`src/lhcc_pkg.sv`:
```
// ----------------------------------------------------------------------------
// lhcc_pkg: shared constants and types of the LRU cache cost counter
// Entry geometry, cost values, register map and controller command bundle.
// ----------------------------------------------------------------------------
package lhcc_pkg;

  // Entry array geometry
  localparam int unsigned MaxEntries = 32;
  localparam int unsigned KeyBits    = 64;
  localparam int unsigned IdxW       = $clog2(MaxEntries);
  localparam int unsigned AgeW       = $clog2(MaxEntries);
  localparam int unsigned CntW       = $clog2(MaxEntries + 1);

  // Field widths
  localparam int unsigned SizeW = 6;
  localparam int unsigned CostW = 3;
  localparam int unsigned SumW  = 32;

  // Oldest age an entry can reach
  localparam logic [AgeW-1:0] AgeMax = AgeW'(MaxEntries - 1);

  // Access costs
  localparam logic [CostW-1:0] HitCost  = 3'd1;
  localparam logic [CostW-1:0] MissCost = 3'd5;

  // Register map (index = byte address / 4)
  localparam int unsigned CfgAddrW = 3;
  localparam int unsigned CfgDataW = 32;
  localparam logic        CfgIdxCacheSize = 1'b0;

  // Commands from the controller to the datapath
  typedef struct packed {
    logic load;    // latch the key of a new beat
    logic lookup;  // compare key, pick target entry
    logic update;  // apply ages, keys, costs and emit the result
  } lhcc_cmd_t;

endpackage

```
`src/lru_cache_hit_cost_counter_core.sv`:
```
// ----------------------------------------------------------------------------
// lru_cache_hit_cost_counter_core: fully associative LRU cache cost counter
// Looks up 64-bit keys in a 32-entry LRU cache and keeps a saturating total
// of access costs (1 per hit, 5 per miss).
// ----------------------------------------------------------------------------
// Each key accepted on start (while busy is low) goes through a lookup cycle,
// which compares it against all entries at once, and then an update cycle,
// which updates the recency ranks, the entry keys and the running total.
// The next key is accepted during that update cycle, while the previous
// key is still updating, and busy is high in the cycle after each acceptance.
// The result (hit_o, access_cost_o, total_cost_o) is shown for exactly one
// cycle with result_valid_o high, registered from the update cycle; it cannot
// be held off, so capture it on the strobe. Writing cache_size flushes every
// entry but keeps the total; write it only when no access is in flight.
module lru_cache_hit_cost_counter_core (
  input  logic                                clk_i,
  input  logic                                rst_ni,
  // Access command
  input  logic                                start,
  output logic                                busy,
  input  logic [lhcc_pkg::KeyBits-1:0]        city_key_i,
  // Result beat
  output logic                                result_valid_o,
  output logic                                hit_o,
  output logic [lhcc_pkg::CostW-1:0]          access_cost_o,
  output logic [lhcc_pkg::SumW-1:0]           total_cost_o,
  // Configuration port
  input  logic                                psel,
  input  logic                                penable,
  input  logic                                pwrite,
  input  logic [lhcc_pkg::CfgAddrW-1:0]       paddr,
  input  logic [lhcc_pkg::CfgDataW-1:0]       pwdata,
  output logic [lhcc_pkg::CfgDataW-1:0]       prdata,
  output logic                                pready
);

  lhcc_pkg::lhcc_cmd_t        cmd;
  logic [lhcc_pkg::SizeW-1:0] cache_size;
  logic                       size_wr;

  // Configuration registers
  lhcc_regs u_regs (
    .clk_i        (clk_i),
    .rst_ni       (rst_ni),
    .psel         (psel),
    .penable      (penable),
    .pwrite       (pwrite),
    .paddr        (paddr),
    .pwdata       (pwdata),
    .prdata       (prdata),
    .pready       (pready),
    .cache_size_o (cache_size),
    .size_wr_o    (size_wr)
  );

  // Sequencer
  lhcc_ctrl u_ctrl (
    .clk_i  (clk_i),
    .rst_ni (rst_ni),
    .start  (start),
    .busy   (busy),
    .cmd_o  (cmd)
  );

  // Entry array and accumulator
  lhcc_dpath u_dpath (
    .clk_i          (clk_i),
    .rst_ni         (rst_ni),
    .cmd_i          (cmd),
    .city_key_i     (city_key_i),
    .cache_size_i   (cache_size),
    .flush_i        (size_wr),
    .result_valid_o (result_valid_o),
    .hit_o          (hit_o),
    .access_cost_o  (access_cost_o),
    .total_cost_o   (total_cost_o)
  );

  // Every result beat comes from a preceding lookup
  assert property (@(posedge clk_i) disable iff (!rst_ni)
    result_valid_o |-> $past(busy, 2))
    else $error("result without a preceding lookup");

endmodule

```
`src/lhcc_regs.sv`:
```
// ----------------------------------------------------------------------------
// lhcc_regs: configuration register file
// Holds cache_size behind an APB-style port and flags every write of it.
// ----------------------------------------------------------------------------
module lhcc_regs (
  input  logic                                clk_i,
  input  logic                                rst_ni,
  input  logic                                psel,
  input  logic                                penable,
  input  logic                                pwrite,
  input  logic [lhcc_pkg::CfgAddrW-1:0]       paddr,
  input  logic [lhcc_pkg::CfgDataW-1:0]       pwdata,
  output logic [lhcc_pkg::CfgDataW-1:0]       prdata,
  output logic                                pready,
  output logic [lhcc_pkg::SizeW-1:0]          cache_size_o,
  output logic                                size_wr_o
);

  logic [lhcc_pkg::SizeW-1:0] cache_size_q, cache_size_d;
  logic                       wr_en;
  logic                       sel_size;

  // Decode the access beat
  assign pready   = 1'b1;
  assign sel_size = (paddr[2] == lhcc_pkg::CfgIdxCacheSize);
  assign wr_en    = psel & penable & pwrite & pready;
  assign size_wr_o = wr_en & sel_size;

  // Capture a new size on write
  always_comb begin
    cache_size_d = cache_size_q;
    if (size_wr_o) begin
      cache_size_d = pwdata[lhcc_pkg::SizeW-1:0];
    end
  end

  always_ff @(posedge clk_i or negedge rst_ni) begin
    if (!rst_ni) begin
      cache_size_q <= '0;
    end else begin
      cache_size_q <= cache_size_d;
    end
  end

  // Read back
  assign prdata = sel_size ? {{(lhcc_pkg::CfgDataW - lhcc_pkg::SizeW){1'b0}}, cache_size_q}
                           : '0;

  assign cache_size_o = cache_size_q;

endmodule

```
`src/lhcc_ctrl.sv`:
```
// ----------------------------------------------------------------------------
// lhcc_ctrl: access sequencer
// Steps each accepted beat through a lookup cycle and an update cycle, and
// takes the next beat during the update cycle.
// ----------------------------------------------------------------------------
module lhcc_ctrl (
  input  logic                clk_i,
  input  logic                rst_ni,
  input  logic                start,
  output logic                busy,
  output lhcc_pkg::lhcc_cmd_t cmd_o
);

  typedef enum logic [2:0] {
    ST_IDLE   = 3'b001,
    ST_LOOKUP = 3'b010,
    ST_UPDATE = 3'b100
  } state_e;

  state_e state_q, state_d;
  logic   accept;

  // Accept whenever no lookup is in flight
  assign busy   = (state_q == ST_LOOKUP);
  assign accept = start & ~busy;

  // Next state
  always_comb begin
    state_d = state_q;
    case (state_q)
      ST_IDLE: begin
        if (accept) state_d = ST_LOOKUP;
      end
      ST_LOOKUP: begin
        state_d = ST_UPDATE;
      end
      ST_UPDATE: begin
        state_d = accept ? ST_LOOKUP : ST_IDLE;
      end
      default: begin
        state_d = ST_IDLE;
      end
    endcase
  end

  always_ff @(posedge clk_i or negedge rst_ni) begin
    if (!rst_ni) begin
      state_q <= ST_IDLE;
    end else begin
      state_q <= state_d;
    end
  end

  // Drive datapath commands
  assign cmd_o.load   = accept;
  assign cmd_o.lookup = (state_q == ST_LOOKUP);
  assign cmd_o.update = (state_q == ST_UPDATE);

  // A lookup cycle is always followed by its update cycle
  assert property (@(posedge clk_i) disable iff (!rst_ni)
    cmd_o.lookup |=> cmd_o.update)
    else $error("lookup not followed by update");

  // A lookup state is never followed by another lookup state
  assert property (@(posedge clk_i) disable iff (!rst_ni)
    busy |=> !busy)
    else $error("busy held past one cycle");

endmodule

```
`src/lhcc_dpath.sv`:
```
// ----------------------------------------------------------------------------
// lhcc_dpath: entry array, tag compare, age update and cost accumulator
// Keys sit in a 32-entry register array compared in parallel; ages hold a
// recency rank per entry, 0 being the most recent.
// ----------------------------------------------------------------------------
module lhcc_dpath (
  input  logic                              clk_i,
  input  logic                              rst_ni,
  input  lhcc_pkg::lhcc_cmd_t               cmd_i,
  input  logic [lhcc_pkg::KeyBits-1:0]      city_key_i,
  input  logic [lhcc_pkg::SizeW-1:0]        cache_size_i,
  input  logic                              flush_i,
  output logic                              result_valid_o,
  output logic                              hit_o,
  output logic [lhcc_pkg::CostW-1:0]        access_cost_o,
  output logic [lhcc_pkg::SumW-1:0]         total_cost_o
);

  typedef enum logic [1:0] {
    OP_NONE    = 2'd0,
    OP_HIT     = 2'd1,
    OP_FILL    = 2'd2,
    OP_REPLACE = 2'd3
  } op_e;

  localparam int unsigned N = lhcc_pkg::MaxEntries;

  // Entry state
  logic [lhcc_pkg::KeyBits-1:0] keys_q [N];
  logic [N-1:0]                 valid_q, valid_d;
  logic [lhcc_pkg::AgeW-1:0]    age_q [N];
  logic [lhcc_pkg::AgeW-1:0]    age_d [N];
  logic [lhcc_pkg::CntW-1:0]    filled_q, filled_d;
  logic [lhcc_pkg::SumW-1:0]    sum_q, sum_d;

  // Beat state
  logic [lhcc_pkg::KeyBits-1:0] cur_key_q;
  op_e                          op_q, op_d;
  logic [lhcc_pkg::IdxW-1:0]    tgt_q, tgt_d;
  logic                         hit_q;
  logic                         result_valid_q;

  // Lookup signals
  logic [lhcc_pkg::CntW-1:0]    size;
  logic [N-1:0]                 match;
  logic [N-1:0]                 oldest;
  logic [lhcc_pkg::IdxW-1:0]    hit_idx;
  logic [lhcc_pkg::IdxW-1:0]    vic_idx;
  logic [lhcc_pkg::AgeW-1:0]    last_age;

  // Update signals
  logic [lhcc_pkg::AgeW-1:0]    pivot;
  logic [lhcc_pkg::CostW-1:0]   cost;
  logic [lhcc_pkg::SumW:0]      sum_ext;

  // Clamp the configured size to the array depth
  assign size = (cache_size_i > lhcc_pkg::CntW'(N)) ? lhcc_pkg::CntW'(N)
                                                   : lhcc_pkg::CntW'(cache_size_i);

  // Ages of the valid entries are a permutation of 0..filled-1, so the
  // least recent entry of a full cache is the one ranked filled-1
  assign last_age = lhcc_pkg::AgeW'(filled_q - lhcc_pkg::CntW'(1));

  // Parallel tag compare and victim search
  always_comb begin
    for (int i = 0; i < N; i++) begin
      match[i]  = valid_q[i] && (keys_q[i] == cur_key_q);
      oldest[i] = valid_q[i] && (age_q[i] == last_age);
    end
  end

  // Pick the lowest matching index and the lowest index of the oldest entry
  always_comb begin
    hit_idx = '0;
    vic_idx = '0;
    for (int i = N - 1; i >= 0; i--) begin
      if (match[i])  hit_idx = lhcc_pkg::IdxW'(i);
      if (oldest[i]) vic_idx = lhcc_pkg::IdxW'(i);
    end
  end

  // Classify the access
  always_comb begin
    op_d  = op_q;
    tgt_d = tgt_q;
    if (cmd_i.lookup) begin
      if (size == '0) begin
        op_d  = OP_NONE;
        tgt_d = '0;
      end else if (|match) begin
        op_d  = OP_HIT;
        tgt_d = hit_idx;
      end else if (filled_q < size) begin
        op_d  = OP_FILL;
        tgt_d = lhcc_pkg::IdxW'(filled_q);
      end else begin
        op_d  = OP_REPLACE;
        tgt_d = vic_idx;
      end
    end
  end

  // Age, valid and fill count update
  assign pivot = age_q[tgt_q];

  always_comb begin
    valid_d  = valid_q;
    filled_d = filled_q;
    for (int i = 0; i < N; i++) begin
      age_d[i] = age_q[i];
    end
    if (flush_i) begin
      valid_d  = '0;
      filled_d = '0;
      for (int i = 0; i < N; i++) begin
        age_d[i] = '0;
      end
    end else if (cmd_i.update && (op_q != OP_NONE)) begin
      // Age every valid entry younger than the target; a fill ages them all
      for (int i = 0; i < N; i++) begin
        if (valid_q[i] && (lhcc_pkg::IdxW'(i) != tgt_q) &&
            ((op_q == OP_FILL) || (age_q[i] < pivot)) &&
            (age_q[i] != lhcc_pkg::AgeMax)) begin
          age_d[i] = age_q[i] + lhcc_pkg::AgeW'(1);
        end
      end
      age_d[tgt_q] = '0;
      if (op_q == OP_FILL) begin
        valid_d[tgt_q] = 1'b1;
        filled_d       = filled_q + lhcc_pkg::CntW'(1);
      end
    end
  end

  // Saturating cost accumulator
  assign cost    = (op_q == OP_HIT) ? lhcc_pkg::HitCost : lhcc_pkg::MissCost;
  assign sum_ext = {1'b0, sum_q} + {{(lhcc_pkg::SumW + 1 - lhcc_pkg::CostW){1'b0}}, cost};

  always_comb begin
    sum_d = sum_q;
    if (cmd_i.update) begin
      sum_d = sum_ext[lhcc_pkg::SumW] ? '1 : sum_ext[lhcc_pkg::SumW-1:0];
    end
  end

  // Control state
  always_ff @(posedge clk_i or negedge rst_ni) begin
    if (!rst_ni) begin
      valid_q        <= '0;
      filled_q       <= '0;
      sum_q          <= '0;
      result_valid_q <= 1'b0;
      for (int i = 0; i < N; i++) begin
        age_q[i] <= '0;
      end
    end else begin
      valid_q        <= valid_d;
      filled_q       <= filled_d;
      sum_q          <= sum_d;
      result_valid_q <= cmd_i.update;
      for (int i = 0; i < N; i++) begin
        age_q[i] <= age_d[i];
      end
    end
  end

  // Payload registers
  always_ff @(posedge clk_i) begin
    if (cmd_i.load) begin
      cur_key_q <= city_key_i;
    end
    op_q  <= op_d;
    tgt_q <= tgt_d;
    if (cmd_i.update) begin
      hit_q <= (op_q == OP_HIT);
      if ((op_q == OP_FILL) || (op_q == OP_REPLACE)) begin
        keys_q[tgt_q] <= cur_key_q;
      end
    end
  end

  // Present the result
  assign result_valid_o = result_valid_q;
  assign hit_o          = hit_q;
  assign access_cost_o  = hit_q ? lhcc_pkg::HitCost : lhcc_pkg::MissCost;
  assign total_cost_o   = sum_q;

  // Valid entries are exactly the filled prefix count
  assert property (@(posedge clk_i) disable iff (!rst_ni)
    $countones(valid_q) == 32'(filled_q))
    else $error("valid bits disagree with fill count");

  // Fill count never exceeds the array depth
  assert property (@(posedge clk_i) disable iff (!rst_ni)
    filled_q <= lhcc_pkg::CntW'(N))
    else $error("fill count overflow");

endmodule

```
`config.mk`:
```
export PLATFORM = sky130hd
export DESIGN_NAME = lru_cache_hit_cost_counter_core
export DESIGN_NICKNAME = d
export VERILOG_FILES = /design/src/lhcc_pkg.sv /design/src/lru_cache_hit_cost_counter_core.sv /design/src/lhcc_regs.sv /design/src/lhcc_ctrl.sv /design/src/lhcc_dpath.sv
export SDC_FILE = /design/constraint.sdc
export NUM_CORES = 2
export LEC_CHECK = 0
export BUFFER_PORTS_ARGS = -buffer_cell sky130_fd_sc_hd__buf_4
export CAP_MARGIN = 20
export CELL_PAD_IN_SITES_DETAIL_PLACEMENT = 1
export CELL_PAD_IN_SITES_GLOBAL_PLACEMENT = 2
export CORE_MARGIN = 2
export CORE_UTILIZATION = 42
export DETAILED_ROUTE_END_ITERATION = 10
export HOLD_SLACK_MARGIN = 0.08
export PLACE_DENSITY = 0.8
export SYNTH_ARGS = -nofsm -noshare
export SYNTH_HDL_FRONTEND = slang
export SYNTH_SLANG_ARGS = --single-unit
export TNS_END_PERCENT = 1
```
`constraint.sdc`:
```
create_clock -name clk_i -period 6.8 [get_ports clk_i]
set_input_delay 1.02 -clock clk_i [delete_from_list [all_inputs] [get_ports clk_i]]
set_output_delay 1.02 -clock clk_i [all_outputs]
set_load 0.02 [all_outputs]
```
**Yosys cells after proc, flatten, opt, wreduce, memory -nomap -nowiden**

Memory sizes are Yosys's and may differ from the RTL's.
Index checks and enable logic that the tools add are counted.

- Register bits after elaboration: 312
- RAM bits: 2048
- Word-level logic and storage cells: 655
- Memories: 1

- Add/sub/neg operators: 35
- Magnitude comparators: 38
- Equal/unequal tests: 134
- Muxes and demuxes: 190
- Bitwise gates (word level): 10
- Reduce and logical (&&, ||, !) cells: 204

Memory list:

| name | depth | bits a word | rd ports | clocked after Yosys merged registers in | wr ports | line | text |
|---|---|---|---|---|---|---|---|
| u_dpath.keys_q | 32 | 64 | 32 | 0 | 1 | lhcc_dpath.sv:29 | `logic [lhcc_pkg::KeyBits-1:0] keys_q [N];` |

Operators with widths:

| kind | count |
|---|---|
| 64-bit == test | 32 |
| 5-bit 2-to-1 mux | 165 |
| 160-bit 2-to-1 mux | 2 |
| 1-bit logical AND | 163 |
| 5-bit by 1-bit adder with 5-bit output (second input constant) | 32 |
| 160-bit AND | 1 |
| 5-bit == test | 32 |
| 5-bit less-than comparator | 32 |
| 5-bit inequality test (second input constant) | 32 |
| 160-bit NOT | 1 |
| 32-bit 2-to-1 mux | 4 |
| 5-bit inequality test (first input constant) | 16 |
| 4-bit by 5-bit inequality test with 1-bit output (first input constant) | 8 |
| 32-bit by 3-bit adder with 33-bit output | 1 |
| 1-bit logical OR | 33 |
| 33-bit OR reduction | 1 |
| 32-bit OR | 1 |
| 32-bit OR reduction | 1 |
| 6-bit 2-to-1 mux | 5 |
| 5-bit binary-select mux with 5-bit select | 1 |
| 5-bit demux with 5-bit select | 1 |
| 3-bit by 5-bit inequality test with 1-bit output (first input constant) | 4 |
| 2-bit by 5-bit inequality test with 1-bit output (first input constant) | 2 |
| 3-bit 2-to-1 mux | 3 |
| 26 further kinds | 38 |

**Depth between registers and ports, before layout**

- Depth after elaboration: 37
- Depth in mapped cells: 18

**By module**

Synthesis repeated with hierarchy kept, for this count alone.

- Cell total of the unflattened synthesis: 7427
- Area, all modules: 106835.0 um^2

Modules (own cells, without submodules):

| module | times used | cells an instance | area each (um^2) |
|---|---|---|---|
| lhcc_dpath | 1 | 7364 | 106145.6 |
| lhcc_regs | 1 | 49 | 508.0 |
| lhcc_ctrl | 1 | 14 | 181.4 |

**Worst setup path after synthesis**

OpenSTA, ideal clock, no wires.

- Path kind: reg2reg
- Start point: register u_dpath.tgt_q[0] in the netlist's numbering
- End point: memory u_dpath.keys_q[31][0] in the netlist's numbering (enable)
- Library setup time: 0.564 ns
- Arrival time: 5.770 ns
- Required time: 6.236 ns
- Setup slack: 0.466 ns
- Cell stages (with the launch flop): 6
- Cell sequence: edfxtp_1 > buf_4 > buf_6 > clkbuf_1 > nand3_1 > nor3_1

RTL lines:

| element | line | text |
|---|---|---|
| start: declaration | lhcc_dpath.sv:39 | `logic [lhcc_pkg::IdxW-1:0] tgt_q, tgt_d;` |
| start signal: assignment | lhcc_dpath.sv:173 | `tgt_q <= tgt_d;` |
| end: declaration | lhcc_dpath.sv:29 |  |

Straight into the memory's write port.

**Final worst setup path**

- Start point: register u_dpath.cur_key_q[0] in the netlist's numbering
- End point: register u_dpath.tgt_q[3] in the netlist's numbering (data pin)

- Cells in the longest elaborated chain, start to end: 35
- Elaborated cells on any way between the ends: 98
- Those cells by class: eq/ne (32); mux (33); reduce/logical (33)

RTL lines:

| element | line | text |
|---|---|---|
| start: declaration | lhcc_dpath.sv:37 | `logic [lhcc_pkg::KeyBits-1:0] cur_key_q;` |
| start signal: assignment | lhcc_dpath.sv:170 | `cur_key_q <= city_key_i;` |
| 64-bit == test | lhcc_dpath.sv:67 | `match[i] = valid_q[i] && (keys_q[i] == cur_key_q);` |
| 1-bit logical AND | lhcc_dpath.sv:67 |  |
| 5-bit 2-to-1 mux (32 in a row) | lhcc_dpath.sv:77 | `if (match[i]) hit_idx = lhcc_pkg::IdxW'(i);` |
| 5-bit 2-to-1 mux (*) | lhcc_dpath.sv:90 | `end else if (\|match) begin` |

Every way passes the cells marked *; elsewhere a longest branch is shown, timed or not.
A chain may end at the register's enable or synchronous reset.

==> results.yml <==
worst_setup_path:
  crit_required_ns: 7.54
  r2r-start: "u_dpath.cur_key_q[0]$_DFFE_PP_"
  rr_worst_depth: 12
  crit_start: "u_dpath.cur_key_q[0]$_DFFE_PP_"
  crit_end: "u_dpath.tgt_q[3]$_SDFFCE_PN0P_"
  cp-end-kind: "flip-flop"
  crit_fanout: 7
  timing.reg2reg.setup_slack_ns: 0.97
  crit_type: "reg2reg"
  regToRegEndpoint: "u_dpath.tgt_q[3]$_SDFFCE_PN0P_"
  crit_arrival_ns: 6.57
  startpoint_type: "flip-flop"
cells_and_area:
  drive_above_1_share_pct: 11.72
  nNetsFinal: 8286
  area_growth_pct: 13.86
  fill_cells: 25190
  stdcell_count: 11590
  final_core_util_pct: 48.02
  fin_area_um2: 123200
  layout.area.seq_um2: 69670
  multiInputGateArea_um2: 36530
sta:
  fmax_mhz: 171.6
  tightestPinTransition_ns: 1.252
  fin_ws_ns: 0.9737
  finalCritPeriodShare_pct: 85.68
  rsz0062_at_grt: "no"
  setup_viol: 0
  post-route-min-period_ns: 5.826
  tns_ns: 0
  slew_viol_final: 0
  hold_viol: 0
  skew_ns: 0.08300
  relSlewSlack_pct: 16.42
  holdWs_ns: 0.1108
cts:
  cts_max_level: 4
  cts_hold_buf: 0
  cts_resized: 0
  cts_root_buf: "clkbuf_16"
  cts_setup_buffers: 0
  cts_sinks: 2360
  cts_buffers: 236
  cts_tree: "built"
  clock_latency_ns: 0.93
  cts_buffer_depth: 3
  path_clk_slew_ns: 0.06
floorplanning:
  core_area_um2: 256500
  die_area_um2: 261600
  placement_rows: 186
  io_pins: 176
  die_h_um: 511.5
  die_w_um: 511.5
  start_util_pct: 42.18
power_and_ir_drop:
  ir_worst_vdd_v: 0.0002820
  power_density_nw_per_um2: 293.4
  p_leak_nw: 41.25
  p_total_mw: 36.14
yosys:
  synth.area.top_cells: "edfxtp_1 59%, xnor2_1 9.5%, dfrtp_1 5.5%"
  syn-cell-area_um2: 108200
  synth_cell_type_count: 85
  synth_area_leader_cell: "edfxtp_1"
  syn_avg_cell_area_um2: 14.17
  synth_cells: 7632
  yosys_warnings: 0
  post-synth-top-count-cell: "edfxtp_1"
  synth_top_area_share_pct: 58.86
  yosys-top-cells-count: "2,120 x edfxtp_1, 1,179 x xnor2_1, 574 x xor2_1"
  synth-edff-count: 2120
  synth_top_flop_cell: "edfxtp_1"
  synth.ff_latch_count: 2360
  yosysSeqAreaShare_pct: 64.41
  async_flop_share_pct: 10.17
drt:
  ant_nets: 0
  met1_length_um: 153700
  route.met3.wl_um: 40700
  via_per_inst: 6.306
  top_layer_used: "met5"
  vias: 73060
  met2_length_um: 181800
  detailedRoute.firstPassIterationCount: 6
  wire_per_inst_um: 34.39
  routed_wl_um: 398500
  drt_iter0_drc: 10110
  drcViolationCount: 0
global_routing:
  grt_max_degree: 146
  grt_pass1_vias: 74420
  grt-ovfl-total: 0
  track_usage_pct: 29.89
  grt_pass1_wl_um: 561200
  antenna_found_initial: 41
place:
  dp_cells: 11120
  place_area_um2: 115200
  hpwlAfterDp_um: 257200
  finalWeightedCongestion: 0.9532
  dp_slack_ns: 1.366
  io_buffers: 118
flow_run:
  max_cap_violations: 0
run_status:
  status: "completed"
worst_hold_path:
  worstHoldPathType: "in2async"
placed cells by master (no fill, tap or decap), types with 122 or more instances in the layout:
cell type and count:
dfrtp_1 238, a21oi_1 129, edfxtp_1 2120, xnor2_1 1179
nor2_1 279, buf_4 374, nor4_1 218, nand2_1 261
xor2_1 574, clkbuf_16 241, inv_1 122, ha_1 200
nand2b_1 165, nand4_1 361
worst min path at each step:
stage	from	end	slack (ns)	cells past startpoint
after floorplan	u_ctrl.state_q[1]$_DFFE_PN0P_	u_ctrl.state_q[1]$_DFFE_PN0P_	0.45	1
final	rst_ni	u_dpath.age_q[49]$_DFFE_PN0P_	0.11	1
after global placement	u_ctrl.state_q[1]$_DFFE_PN0P_	u_ctrl.state_q[1]$_DFFE_PN0P_	0.46	1
after CTS	rst_ni	u_dpath.age_q[49]$_DFFE_PN0P_	0.18	1
after global routing	rst_ni	u_dpath.age_q[46]$_DFFE_PN0P_	0.24	1
after detailed placement	u_ctrl.state_q[1]$_DFFE_PN0P_	u_ctrl.state_q[1]$_DFFE_PN0P_	0.49	1
cell families (layout without fill, tap and decap cells):
logic type	count (synthesis)	after routing	share of synthesized area, %
muxes	87	87	1.408
DFF	2360	2360	64.41
buffers and inverters	519	1049	2.264
other	2	43	0.006943
adders and majority gates	201	201	2.325
xor gates and xnor gates	1758	1758	14.30
and+or+nand+nor	1734	1734	8.803
AOI/OAI and AO/OA	971	971	6.481
worst max-delay path, stage by stage, from the launching register on:
cell and delay (ns):
edfxtp_1 0.66, buf_4 0.25, inv_1 0.76, o2bb2ai_1 0.22, a2111oi_0 0.11, nor4b_2 0.23
o2bb2ai_1 0.19, nor3b_1 0.94, nor3b_1 0.51, nand3_1 0.28, nor4_2 0.82, o2111ai_1 0.43
a21oi_1 0.25
state kept, by name, summed over array words and instances (netlist names):
signal and flops:
u_dpath.keys_q 2048, u_dpath.age_q 160, u_dpath.cur_key_q 64, u_dpath.total_cost_o 32
u_dpath.valid_q 32, u_dpath.filled_q 6, u_regs.cache_size_o 6, u_dpath.tgt_q 5
u_ctrl.state_q 3, u_dpath.op_q 2, u_dpath.hit_o 1, u_dpath.result_valid_o 1
routing by layer:
metal / vias to the layer above / track usage (%)
met5: - / 0
met4: 16 / 14.74
met3: 983 / 5.838
met2: 4365 / 46.92
met1: 38240 / 39.70
li1: 29460 / -
cell type report:
type	count	area share (%)
inverters	154	0.4694
repair buffers	448	3.471
clock inverters	139	1.217
diodes	14	0.02845
flip-flops and latches	2360	56.57
clock buffers	308	5.150
well taps	3384	3.438
multi-input cells	4780	29.66
power breakdown:
part           internal, mW  switching (mW)  total (mW)
sequential             16.2           0.481        16.7
combinational          1.96            4.06        6.02
clock                  7.50            5.91        13.4
Power figures use the tool's default switching activity.
